==> src/hw/rtl/fmct_pkg.sv <==
package fmct_pkg;

  localparam int ADDR_BITS_DEF = 16;
  localparam int DATA_BITS_DEF = 16;

  // Control byte layout.
  localparam int CTL_W      = 8;
  localparam int CTL_RDONLY = 0;
  localparam int CTL_SYNC   = 1;
  localparam int CTL_DELTA  = 2;
  localparam int CTL_BREAK  = 3;

  typedef enum logic [2:0] {
    FN_READ   = 3'd0,
    FN_GWRITE = 3'd1,
    FN_HWRITE = 3'd2,
    FN_FREAD  = 3'd3,
    FN_FSET   = 3'd4,
    FN_FCLR   = 3'd5,
    FN_BRK    = 3'd6,
    FN_SACK   = 3'd7
  } func_t;

  typedef enum logic [1:0] {
    ST_CLEAR,
    ST_IDLE,
    ST_EXEC
  } state_t;

endpackage

==> src/hw/rtl/fmct_ctrl.sv <==
module fmct_ctrl import fmct_pkg::*; #(
  parameter int ADDR_BITS = ADDR_BITS_DEF,
  parameter int DATA_BITS = DATA_BITS_DEF
) (
  input  logic                         clk,
  input  logic                         rst_n,
  input  logic                         start,
  output logic                         busy,
  input  logic [2:0]                   in_func,
  input  logic [15:0]                  in_addr,
  input  logic [15:0]                  in_wdata,
  input  logic [7:0]                   in_flag_bits,
  output logic                         out_valid,
  output logic [15:0]                  out_rdata,
  output logic [7:0]                   out_flags_out,
  output logic                         out_scan_pending,
  output logic                         out_write_dropped,
  output logic [ADDR_BITS-1:0]         mem_rd_addr,
  input  logic [DATA_BITS+CTL_W-1:0]   mem_rd_data,
  output logic                         mem_wr_en,
  output logic [ADDR_BITS-1:0]         mem_wr_addr,
  output logic [DATA_BITS+CTL_W-1:0]   mem_wr_data
);

  localparam int EntryW = DATA_BITS + CTL_W;

  state_t                 state_r, state_nxt;
  logic [ADDR_BITS-1:0]   clr_cnt_r, clr_cnt_nxt;
  func_t                  func_r, func_nxt;
  logic [ADDR_BITS-1:0]   addr_r, addr_nxt;
  logic [DATA_BITS-1:0]   wdata_r, wdata_nxt;
  logic [7:0]             fbits_r, fbits_nxt;
  logic                   scan_r, scan_nxt;
  logic                   out_valid_r, out_valid_nxt;
  logic [15:0]            out_rdata_r, out_rdata_nxt;
  logic [7:0]             out_flags_r, out_flags_nxt;
  logic                   out_scan_r, out_scan_nxt;
  logic                   out_drop_r, out_drop_nxt;

  logic [ADDR_BITS+15:0]  addr_ext;
  logic [DATA_BITS+15:0]  wdata_ext;
  logic [DATA_BITS+15:0]  old_word_ext;
  logic [ADDR_BITS-1:0]   in_addr_m;
  logic [DATA_BITS-1:0]   old_word;
  logic [CTL_W-1:0]       old_ctl;
  logic [DATA_BITS-1:0]   new_word;
  logic [CTL_W-1:0]       new_ctl;
  logic                   dropped;
  logic                   sync_change;
  logic                   accept;

  // Addresses wrap to the memory size; write data is cut to the word width.
  assign addr_ext     = {{ADDR_BITS{1'b0}}, in_addr};
  assign in_addr_m    = addr_ext[ADDR_BITS-1:0];
  assign wdata_ext    = {{DATA_BITS{1'b0}}, in_wdata};
  assign old_word     = mem_rd_data[DATA_BITS-1:0];
  assign old_ctl      = mem_rd_data[EntryW-1 -: CTL_W];
  assign old_word_ext = {16'b0, old_word};
  assign sync_change  = (old_word != wdata_r) && old_ctl[CTL_SYNC];

  assign busy   = (state_r != ST_IDLE);
  assign accept = start && !busy;

  // The read is issued every idle cycle; its data is used only after a transfer.
  assign mem_rd_addr = in_addr_m;

  always_ff @(posedge clk) begin
    if (!rst_n) begin
      state_r     <= ST_CLEAR;
      clr_cnt_r   <= '0;
      scan_r      <= 1'b0;
      out_valid_r <= 1'b0;
    end else begin
      state_r     <= state_nxt;
      clr_cnt_r   <= clr_cnt_nxt;
      scan_r      <= scan_nxt;
      out_valid_r <= out_valid_nxt;
    end
  end

  always_ff @(posedge clk) begin
    func_r      <= func_nxt;
    addr_r      <= addr_nxt;
    wdata_r     <= wdata_nxt;
    fbits_r     <= fbits_nxt;
    out_rdata_r <= out_rdata_nxt;
    out_flags_r <= out_flags_nxt;
    out_scan_r  <= out_scan_nxt;
    out_drop_r  <= out_drop_nxt;
  end

  always_comb begin
    state_nxt     = state_r;
    clr_cnt_nxt   = clr_cnt_r;
    func_nxt      = func_r;
    addr_nxt      = addr_r;
    wdata_nxt     = wdata_r;
    fbits_nxt     = fbits_r;
    scan_nxt      = scan_r;
    out_valid_nxt = 1'b0;
    out_rdata_nxt = out_rdata_r;
    out_flags_nxt = out_flags_r;
    out_scan_nxt  = out_scan_r;
    out_drop_nxt  = out_drop_r;
    mem_wr_en     = 1'b0;
    mem_wr_addr   = addr_r;
    mem_wr_data   = '0;
    new_word      = old_word;
    new_ctl       = old_ctl;
    dropped       = 1'b0;

    unique case (state_r)
      ST_CLEAR: begin
        mem_wr_en   = 1'b1;
        mem_wr_addr = clr_cnt_r;
        clr_cnt_nxt = clr_cnt_r + 1'b1;
        if (clr_cnt_r == {ADDR_BITS{1'b1}}) begin
          state_nxt = ST_IDLE;
        end
      end
      ST_IDLE: begin
        if (accept) begin
          func_nxt  = func_t'(in_func);
          addr_nxt  = in_addr_m;
          wdata_nxt = wdata_ext[DATA_BITS-1:0];
          fbits_nxt = in_flag_bits;
          state_nxt = ST_EXEC;
        end
      end
      ST_EXEC: begin
        unique case (func_r)
          FN_READ: begin
          end
          FN_GWRITE: begin
            if (old_ctl[CTL_RDONLY]) begin
              dropped = 1'b1;
            end else begin
              new_word = wdata_r;
              if (sync_change) begin
                scan_nxt = 1'b1;
              end
            end
          end
          FN_HWRITE: begin
            new_word = wdata_r;
            if (sync_change) begin
              scan_nxt           = 1'b1;
              new_ctl[CTL_DELTA] = 1'b1;
            end
          end
          FN_FREAD: new_ctl[CTL_DELTA] = 1'b0;
          FN_FSET:  new_ctl = old_ctl | fbits_r;
          FN_FCLR:  new_ctl = old_ctl & ~fbits_r;
          FN_BRK:   new_ctl[CTL_BREAK] = ~old_ctl[CTL_BREAK];
          FN_SACK:  scan_nxt = 1'b0;
          default: begin
          end
        endcase
        // Every operation writes the entry back, changed or not.
        mem_wr_en     = 1'b1;
        mem_wr_addr   = addr_r;
        mem_wr_data   = {new_ctl, new_word};
        out_valid_nxt = 1'b1;
        out_rdata_nxt = old_word_ext[15:0];
        out_flags_nxt = old_ctl;
        out_scan_nxt  = scan_nxt;
        out_drop_nxt  = dropped;
        state_nxt     = ST_IDLE;
      end
      default: state_nxt = ST_CLEAR;
    endcase
  end

  assign out_valid         = out_valid_r;
  assign out_rdata         = out_rdata_r;
  assign out_flags_out     = out_flags_r;
  assign out_scan_pending  = out_scan_r;
  assign out_write_dropped = out_drop_r;

endmodule

==> config.mk <==
export PLATFORM = sky130hd
export DESIGN_NAME = fmct_ctrl
export DESIGN_NICKNAME = d
export VERILOG_FILES = /design/src/hw/rtl/fmct_pkg.sv /design/src/hw/rtl/fmct_ctrl.sv
export SDC_FILE = /design/constraint.sdc
export NUM_CORES = 1
export LEC_CHECK = 0
export BUFFER_PORTS_ARGS = -buffer_cell sky130_fd_sc_hd__buf_2
export CORE_UTILIZATION = 52
export DETAILED_ROUTE_END_ITERATION = 10
export PLACE_DENSITY = 0.87
export SLEW_MARGIN = 0
export SYNTH_ARGS = -nofsm -noshare
export SYNTH_HDL_FRONTEND = slang
export SYNTH_SLANG_ARGS = --single-unit
==> constraint.sdc <==
create_clock -name clk -period 7.6 [get_ports clk]
set_input_delay 1.52 -clock clk [delete_from_list [all_inputs] [get_ports clk]]
set_output_delay 1.52 -clock clk [all_outputs]
set_load 0.02 [all_outputs]
==> results.md, run 1 <==
* Async SR Flop Fraction at 0%
* Worst slew pin tran at about 1.2 ns
* GRT overflow at 0
* Unrepaired setup endpoints after global routing: false
* Initial Util at 53.98%
* PD cells at approximately 190 mW/mm2
* Final WS setup at 2.855 ns
* Status: complete, no violations
* Hold path cells at 2
* Minimum clock period at 4.745 ns
* Fraction of layout cells with a size suffix above 1 at a little over two fifths
* Worst slew margin at 20.98%
* Post-Syn Area per Cell at 12.99 um2
* Synthesis Warnings at 0
* Min-delay worst type: reg -> reg
* Drt total wl at about 8.3 mm
* Clock Tree Buf Depth at 2
* Top cells by area in the synthesized netlist: edfxtp_1, dfxtp_1, mux2_2, xnor2_1, mux2i_1
* Number of global-route vias before repair at 2629
* Hold Crit Endpoint: clr_cnt_r[14]
* Slowest-stage cell, CP: a21oi_4
* Worst-skew pair later-pin latency at between 0.3 and 0.4 ns
* Die Ht at about 89 um
* Startpoint types: primary input
* Worst r2r src: state_r[0]
* Crit path launch: mem_rd_data[16]
* Chip width at 89.01 um
* Top-area cell type share of the netlist area at 52.64%
* Crit Path Max Fanout at 17
* CP top delay family: compound AO/OA/AOI/OAI gates
* Total of max-cap violations at 0
* Ports at 155
* Top post-synthesis cells by count: edfxtp_1, nor2_1, dfxtp_1, xnor2_1, buf_4
* Reg2reg end: out_flags_out[1]
* Gpl congestion at ~0.77
* Initial antenna violation count at 1
* Critical path class: in -> out
* Netlist cell types at 40
* FILL cells at 558
* Area of the die at 0.007922 mm2
* Non-Filler Instances at 548
* Pins over their slew limit at 0
* Setup_tns at 0 ns
* Post-synth top flop: edfxtp_1
* Reg2reg setup slack at 5.03 ns
* Layout Utilization at 67.02%
* Vias per inst at between 5 and 6
* Dpl hpwl at a little under 6 mm
* Htree depth at 3
* CTS tree: done
* Port buffer count at 154
* First-pass GRT wire length at between 10 and 15 mm
* 1st-iter DRT viols at 120
* DP Cell Count at 532
* Max frequency at 210.8 MHz
* Leakage at 2.002 nW
* CP most frequent cell: buf_2
* Num rows at 31
* Diode count at 0
* Hold Startpoint: clr_cnt_r[14]
* Synthesized area at 0.003936 mm2
* CTS clk-pin slew, worst paths at 0.08 ns
* First drt pass iteration count at 4
* Finished Cell Area at 0.004887 mm2
* Worst EP required at 6.08 ns
* Multi-input logic area at 0.001267 mm2
* FF+latch area at around 0.0025 mm2
* Reg2Reg Depth at 3
* Final setup violation count at 0
* Routed len/inst at 15.17 um
* Mapped Cells at roughly 300
* Sum of buffers and inverters on the critical path at 2
* Tcrit/Tclk final at 62.43%
* CTS Root Cell: clkbuf_8
* Register area share after synthesis at 62.81%
* Routed via count at 2885
* Final Skew at 0.009111 ns
* Yosys top cell by area: edfxtp_1
* Crit-path cells: buf_2 > or3b_1 > a21oi_4 > mux2i_1 > nor2_1 > buf_2
* Drt drc at 0
* Post-synth EDFFs at 69
* CORE AREA at 0.007292 mm2
* Post-place setup slack at 2.847 ns
* #FFs+latches synth at 89
* CP Capture Type: output pin
* Most numerous cell in the Yosys netlist: edfxtp_1
* Area Overhead vs Synth at 24.16%
* DP Area at about 0.0047 mm2
* CP max stage delay at 0.63 ns
* Post-DRT Antenna Nets at 0
* Final nets at 516
* Final Hold Fails at 0
* PostCTS Resize Cnt at 0
* Peak supply drop at 136.9 uV
* Post-Syn Nets at 375
* Total CTS buffers at 9
* Gr usage total at approximately a fifth
* Critical path arrival at 3.22 ns
* Num Clock Sinks at just under 90
* Post CTS Setup Buffer Count at 0
* Hold-fix buffers, CTS at 0
* Pin count of the biggest net entering global routing at 44
## layer usage
layer	vias up	part of all wire, %	track usage [%]
met4	0	1.2	6.638
met5	-	0	0
met2	130	51	37.62
li1	1379	-	-
met3	10	7.6	6.464
met1	1366	41	24.13
## tightest hold or removal path: cells and delay by family, from the launching register on
kind	cells	cell delay (ns)
DFF	1	0.34
AOI/OAI and AO/OA	2	0.13
## layout by cell type, fill, tap and decap left out, types with 6 or more instances in the layout
| cell | instances |
|---|---|
| buf_2 | 154 |
| edfxtp_1 | 69 |
| nor2_1 | 36 |
| dfxtp_1 | 20 |
| xnor2_1 | 19 |
| o21ai_0 | 16 |
| mux2i_1 | 16 |
| mux2_2 | 15 |
| nand4_1 | 12 |
| nand2_1 | 10 |
| clkbuf_8 | 9 |
| xor2_1 | 8 |
| a22oi_1 | 6 |
## worst max path at each step
stage               cells past startpoint              end  slack, ns
finish                                  6  mem_wr_data[14]       2.86
global route                            6  mem_wr_data[14]       2.77
CTS                                     6  mem_wr_data[14]       2.84
detailed placement                      6  mem_wr_data[14]       2.85
global placement                        6  mem_wr_data[13]       2.89
floorplan                               5  mem_wr_data[10]       3.32
## cell families after synthesis
| logic type | share of synthesized area, % |
|---|---|
| AO/OA/AOI/OAI | 6.358 |
| flip-flops | 62.81 |
| AND/OR/NAND/NOR | 10.65 |
| buffers and inverters | 5.181 |
| multiplexers | 8.360 |
| XOR/XNOR | 6.008 |
| adder cells (fa/ha/maj) | 0.6356 |
## state kept, by name, summed over array words and instances (netlist names)
signal / cells
out_scan_pending: 1
out_write_dropped: 1
fbits_r: 8
out_rdata: 16
wdata_r: 16
clr_cnt_r: 16
addr_r: 16
scan_r: 1
out_valid: 1
state_r: 2
out_flags_out: 8
func_r: 3
## final cells by class
type                            instances  share of cell area, %
Tap cell                               99                  2.535
Clock buffer                           10                  2.611
Sequential cell                        89                  50.59
Timing Repair Buffer                  155                  15.92
Multi-Input combinational cell        182                  25.93
Inverter                                7                 0.5376
Clock inverter                          6                  1.869
## through the flow
step | total power, W | hold WS, ns
after floorplan | 0.0005653 | 0.4628
after global placement | 0.0005882 | 0.4839
after detailed placement | 0.0005906 | 0.4976
after CTS | 0.0009399 | 0.5094
after global routing | 0.0009611 | 0.5194
final | 0.0009321 | 0.5122
## power by group
part	switching (W)	leakage, nW	internal, W
clock network	0.000166	0.111	0.000187
logic	0.0000287	1.11	0.0000251
registers	0.00000188	0.782	0.000524
total	0.000196	2.00	0.000736
No activity file was read; power rests on OpenSTA's default activity.
==> run 2, diff against run 1 <==
--- a/config.mk
+++ b/config.mk
@@ -6,9 +6,9 @@
 export NUM_CORES = 1
 export LEC_CHECK = 0
 export BUFFER_PORTS_ARGS = -buffer_cell sky130_fd_sc_hd__buf_2
-export CORE_UTILIZATION = 52
+export CORE_UTILIZATION = 44
 export DETAILED_ROUTE_END_ITERATION = 10
-export PLACE_DENSITY = 0.87
+export PLACE_DENSITY = 0.78
 export SLEW_MARGIN = 0
 export SYNTH_ARGS = -nofsm -noshare
 export SYNTH_HDL_FRONTEND = slang
==> constraint.sdc (replaced) <==
create_clock -name clk -period 4 [get_ports clk]
set_input_delay 0.8 -clock clk [delete_from_list [all_inputs] [get_ports clk]]
set_output_delay 0.8 -clock clk [all_outputs]
set_load 0.02 [all_outputs]
==> results.md, run 2 (synthesized netlist as in run 1, its figures left out) <==
* FILL cells at between 700 and 800
* Hold-fix buffers, CTS at 0
* Hold_ws at between 0.5 and 0.6 ns
* Pins over their slew limit at 0
* Die Ht at 96.59 um
* Unrepaired setup endpoints after global routing: false
* Diode count at 0
* Drt drc at 0
* WP depth at 6
* Commonest cells after routing, fill and taps aside: buf_2, edfxtp_1, nor2_1
* Initial antenna violation count at 0
* Port buffer count at approximately 150
* First drt pass iteration count at 4
* 1st-iter DRT viols at 63
* GRT overflow at 0
* First-pass GRT wire length at 12.01 mm
* Min-delay worst type: reg -> reg
* Fraction of layout cells with a size suffix above 1 at 42.70%
* Minimum clock period at 3.256 ns
* Sum of buffers and inverters on the critical path at 2
* Routed len/inst at 14.62 um
* Gr usage total at between 10% and 20%
* Commonest non-fill, non-tap cell in the layout: buf_2
* Final Hold Fails at 0
* Multi-input logic area at 0.001267 mm2
* Max frequency at 307.1 MHz
* CP Capture Type: output pin
* CORE AREA at 0.008678 mm2
* Final setup violation count at 0
* Critical path class: in -> out
* Non-Filler Instances at 560
* CTS Root Cell: clkbuf_8
* Crit-path cells: buf_2 > or3b_1 > a21oi_4 > mux2i_1 > nor2_1 > buf_2
* Pin count of the biggest net entering global routing at between 40 and 50
* Vias per inst at 5.029
* Leakage at 2.009 nW
* Num Clock Sinks at between 80 and 90
* Post CTS Setup Buffer Count at 0
* Critical path arrival at between 2 and 2.5 ns
* DP Cell Count at 544
* Area Overhead vs Synth at 24.76%
* CP max stage delay at 0.63 ns
* Worst slew margin at between 20% and 30%
* Chip width at 96.59 um
* Worst EP required at 3.20 ns
* Worst-skew pair later-pin latency at 0.35 ns
* Gpl congestion at around 0.72
* Ports at 155
* PD cells at 357.4 mW/mm2
* Dpl hpwl at 6.002 mm
* Hold path cells at 2
* Setup_tns at 0 ns
* CP most frequent cell: buf_2
* CTS clk-pin slew, worst paths at 0.08 ns
* Post-DRT Antenna Nets at 0
* Status: complete, no violations
* FF+latch area at 0.002472 mm2
* Htree depth at 3
* PostCTS Resize Cnt at 0
* Startpoint types: primary input
* Final nets at 519
* Final Skew at 0.01345 ns
* Clock Tree Buf Depth at 2
* Worst slew pin tran at 1.174 ns
* Crit Path Max Fanout at 17
* Reg2Reg Depth at 3
* Tcrit/Tclk final at 81.40%
* Final Power at 0.001755 W
* Peak supply drop at 214.4 uV
* Routed via count at 2816
* CTS tree: done
* Number of global-route vias before repair at 2555
* Area of the die at 0.009329 mm2
* CP top delay family: compound AO/OA/AOI/OAI gates
* Initial Util at a little under half
* Total CTS buffers at 9
* Drt total wl at 8.186 mm
* Slowest-stage cell, CP: a21oi_4
* Total of max-cap violations at 0
* Num rows at 34
run 2: power breakdown:
group	leakage (nW)	internal, W	switching [W]
logic	1.12	0.0000482	0.0000534
registers	0.782	0.000995	0.00000316
clock network	0.104	0.000346	0.000310
run 2: final timing paths:
kind                                    endpoint             from  slack, ns
worst max-delay path             mem_wr_data[10]  mem_rd_data[16]       0.74
worst min-delay path                      scan_r           scan_r       0.52
worst max register to register  out_flags_out[6]       state_r[1]       1.74
worst min register to register            scan_r           scan_r       0.52
run 2: worst min-delay path, cell delays in order (launching register included):
cell	delay [ns]
dfxtp_1	0.33
o211ai_1	0.10
o41ai_2	0.06
run 2: final cells by class:
type / count / share of cell area, %
flip-flops and latches: 89 / 50.34
multi-input cells: 182 / 25.81
repair buffers: 158 / 16.31
well taps: 108 / 2.752
clock buffers: 9 / 2.522
clock inverters: 7 / 1.732
inverters: 7 / 0.5350
run 2: routing by layer:
layer | routed length, um | GRT usage, % | vias to the layer above
li1 | - | - | 1380
met1 | 3409 | 19.41 | 1313
met2 | 4079 | 31.51 | 115
met3 | 617 | 6.182 | 8
met4 | 80 | 4.779 | 0
met5 | 0 | 0 | -
run 2: metrics by stage:
stage,worst slack (ns),utilization [%],instance area (um2)
final,0.7438,56.59,4911
after global routing,0.6143,56.59,4911
after CTS,0.7266,56.59,4911
after detailed placement,0.7221,54.18,4702
after global placement,0.7804,54.18,4702
after floorplan,0.9060,-,3936
==> run 3, diff against run 2 <==
==> constraint.sdc (replaced) <==
create_clock -name clk -period 2.9 [get_ports clk]
set_input_delay 0.58 -clock clk [delete_from_list [all_inputs] [get_ports clk]]
set_output_delay 0.58 -clock clk [all_outputs]
set_load 0.02 [all_outputs]
==> results.md, run 3 (synthesized netlist as in run 1, its figures left out) <==
* Min-delay worst type: in -> reg
* Gpl congestion at 0.7403
* WP depth at 6
* CORE AREA at just under 0.009 mm2
* Unrepaired setup endpoints after global routing: false
* Area Overhead vs Synth at 24.67%
* Final Hold Fails at 0
* Crit-path cells: or3b_1 > a21oi_4 > buf_12 > mux2i_1 > nor2_1 > buf_2
* Final Power at 0.002291 W
* Ports at 155
* Commonest cells after routing, fill and taps aside: buf_2, edfxtp_1, nor2_1
* Slowest-stage cell, CP: edfxtp_1
* Routed len/inst at 14.92 um
* Initial Util at 45.36%
* Critical path class: reg -> out
* Peak supply drop at 259.8 uV
* Worst Setup EP: mem_wr_data[8]
* PostCTS Resize Cnt at 0
* CP top delay family: simple AND/OR/NAND/NOR gates
* Dpl hpwl at around 6.1 mm
* PD cells at 466.9 mW/mm2
* First drt pass iteration count at 6
* Worst r2r src: state_r[1]
* Final Skew at ~0.015 ns
* Vias per inst at a little over 5
* First-pass GRT wire length at 12.08 mm
* Routed via count at 2893
* Total CTS buffers at 9
* Post-DRT Antenna Nets at 0
* Fraction of layout cells with a size suffix above 1 at 43.17%
* Max frequency at 371.5 MHz
* Post CTS Setup Buffer Count at 0
* Critical path arrival at roughly 2.1 ns
* Startpoint types: flip-flop
* Die Ht at 96.59 um
* Drt total wl at 8.385 mm
* Clock Tree Buf Depth at 2
* Setup_tns at 0 ns
* Leakage at 2.003 nW
* Area of the die at around 0.0093 mm2
* Crit path launch: func_r[1]
* Pins over their slew limit at 0
* Worst EP required at 2.32 ns
* Reg2reg end: out_rdata[3]
* Status: complete, no violations
* Reg2reg setup slack at 0.84 ns
* CTS Root Cell: clkbuf_8
* CP Capture Type: output pin
* Initial antenna violation count at 0
* Worst slew pin tran at 1.057 ns
* Tcrit/Tclk final at 92.81%
* Crit Path Max Fanout at 17
* Hold path cells at 1
* Final setup violation count at 0
* Sum of buffers and inverters on the critical path at 2
* CTS tree: done
* Hold-fix buffers, CTS at 0
* Pin count of the biggest net entering global routing at 44
* Num Clock Sinks at 89
* Num rows at 34
* Minimum clock period at ~2.7 ns
* Final nets at 521
* Worst-skew pair later-pin latency at 0.36 ns
* Number of global-route vias before repair at ~2600
* 1st-iter DRT viols at 83
* Chip width at around 97 um
* FILL cells at roughly 720
* Diode count at 0
* GRT overflow at 0
* Worst slew margin at between 20% and 30%
* Total of max-cap violations at 0
* Gr usage total at 17.48%
* CP max stage delay at about 0.48 ns
* Drt drc at 0
* Reg2Reg Depth at 2
* Commonest non-fill, non-tap cell in the layout: buf_2
* Htree depth at 3
* Port buffer count at 154
* CTS clk-pin slew, worst paths at about 0.10 ns
==> run 3: how the worst min path moves through the flow <==
stage	from	endpoint	slack (ns)
final	in_wdata[14]	wdata_r[14]	0.39
after global routing	in_wdata[14]	wdata_r[14]	0.37
after CTS	in_wdata[14]	wdata_r[14]	0.38
after detailed placement	clr_cnt_r[1]	clr_cnt_r[1]	0.50
after global placement	clr_cnt_r[15]	clr_cnt_r[15]	0.49
after floorplan	clr_cnt_r[15]	clr_cnt_r[15]	0.46
==> run 3: cell type report <==
type | instances | area (um2) | area share (%)
clock buffers | 9 | 123.9 | 2.524
clock inverters | 7 | 53.80 | 1.096
inverters | 7 | 26.28 | 0.5354
multi-input cells | 182 | 1267 | 25.83
flip-flops and latches | 89 | 2472 | 50.38
well taps | 108 | 135.1 | 2.754
repair buffers | 160 | 828.3 | 16.88
==> run 3: per-stage QoR <==
step | instance area (um2) | hold WS [ns] | instances | util [%] | setup slack, ns
floorplan | 3939 | 0.4628 | 303 | - | 0.5002
global placement | 4730 | 0.4870 | 546 | 54.50 | 0.3973
detailed placement | 4730 | 0.5041 | 546 | 54.50 | 0.3871
CTS | 4907 | 0.3776 | 562 | 56.55 | 0.1837
global route | 4907 | 0.3684 | 562 | 56.55 | 0.09199
finish | 4907 | 0.3906 | 562 | 56.55 | 0.2084
==> run 3: power by group <==
part           internal (W)  switching (W)
Sequential          0.00137     0.00000451
Clock              0.000317       0.000454
Combinational     0.0000669      0.0000757
==> run 3: routing by layer <==
layer | share of wire, % | GRT usage [%] | vias to the layer above
met4 | 1.5 | 7.475 | 0
met2 | 49 | 31.34 | 150
met3 | 8.2 | 3.756 | 13
met5 | 0 | 0 | -
met1 | 41 | 20.03 | 1342
li1 | - | - | 1388
==> run 3: worst register-to-register path: stages (launching register included) <==
cell	delay, ns
dfxtp_1	0.47
nand2_1	0.32
inv_1	0.88
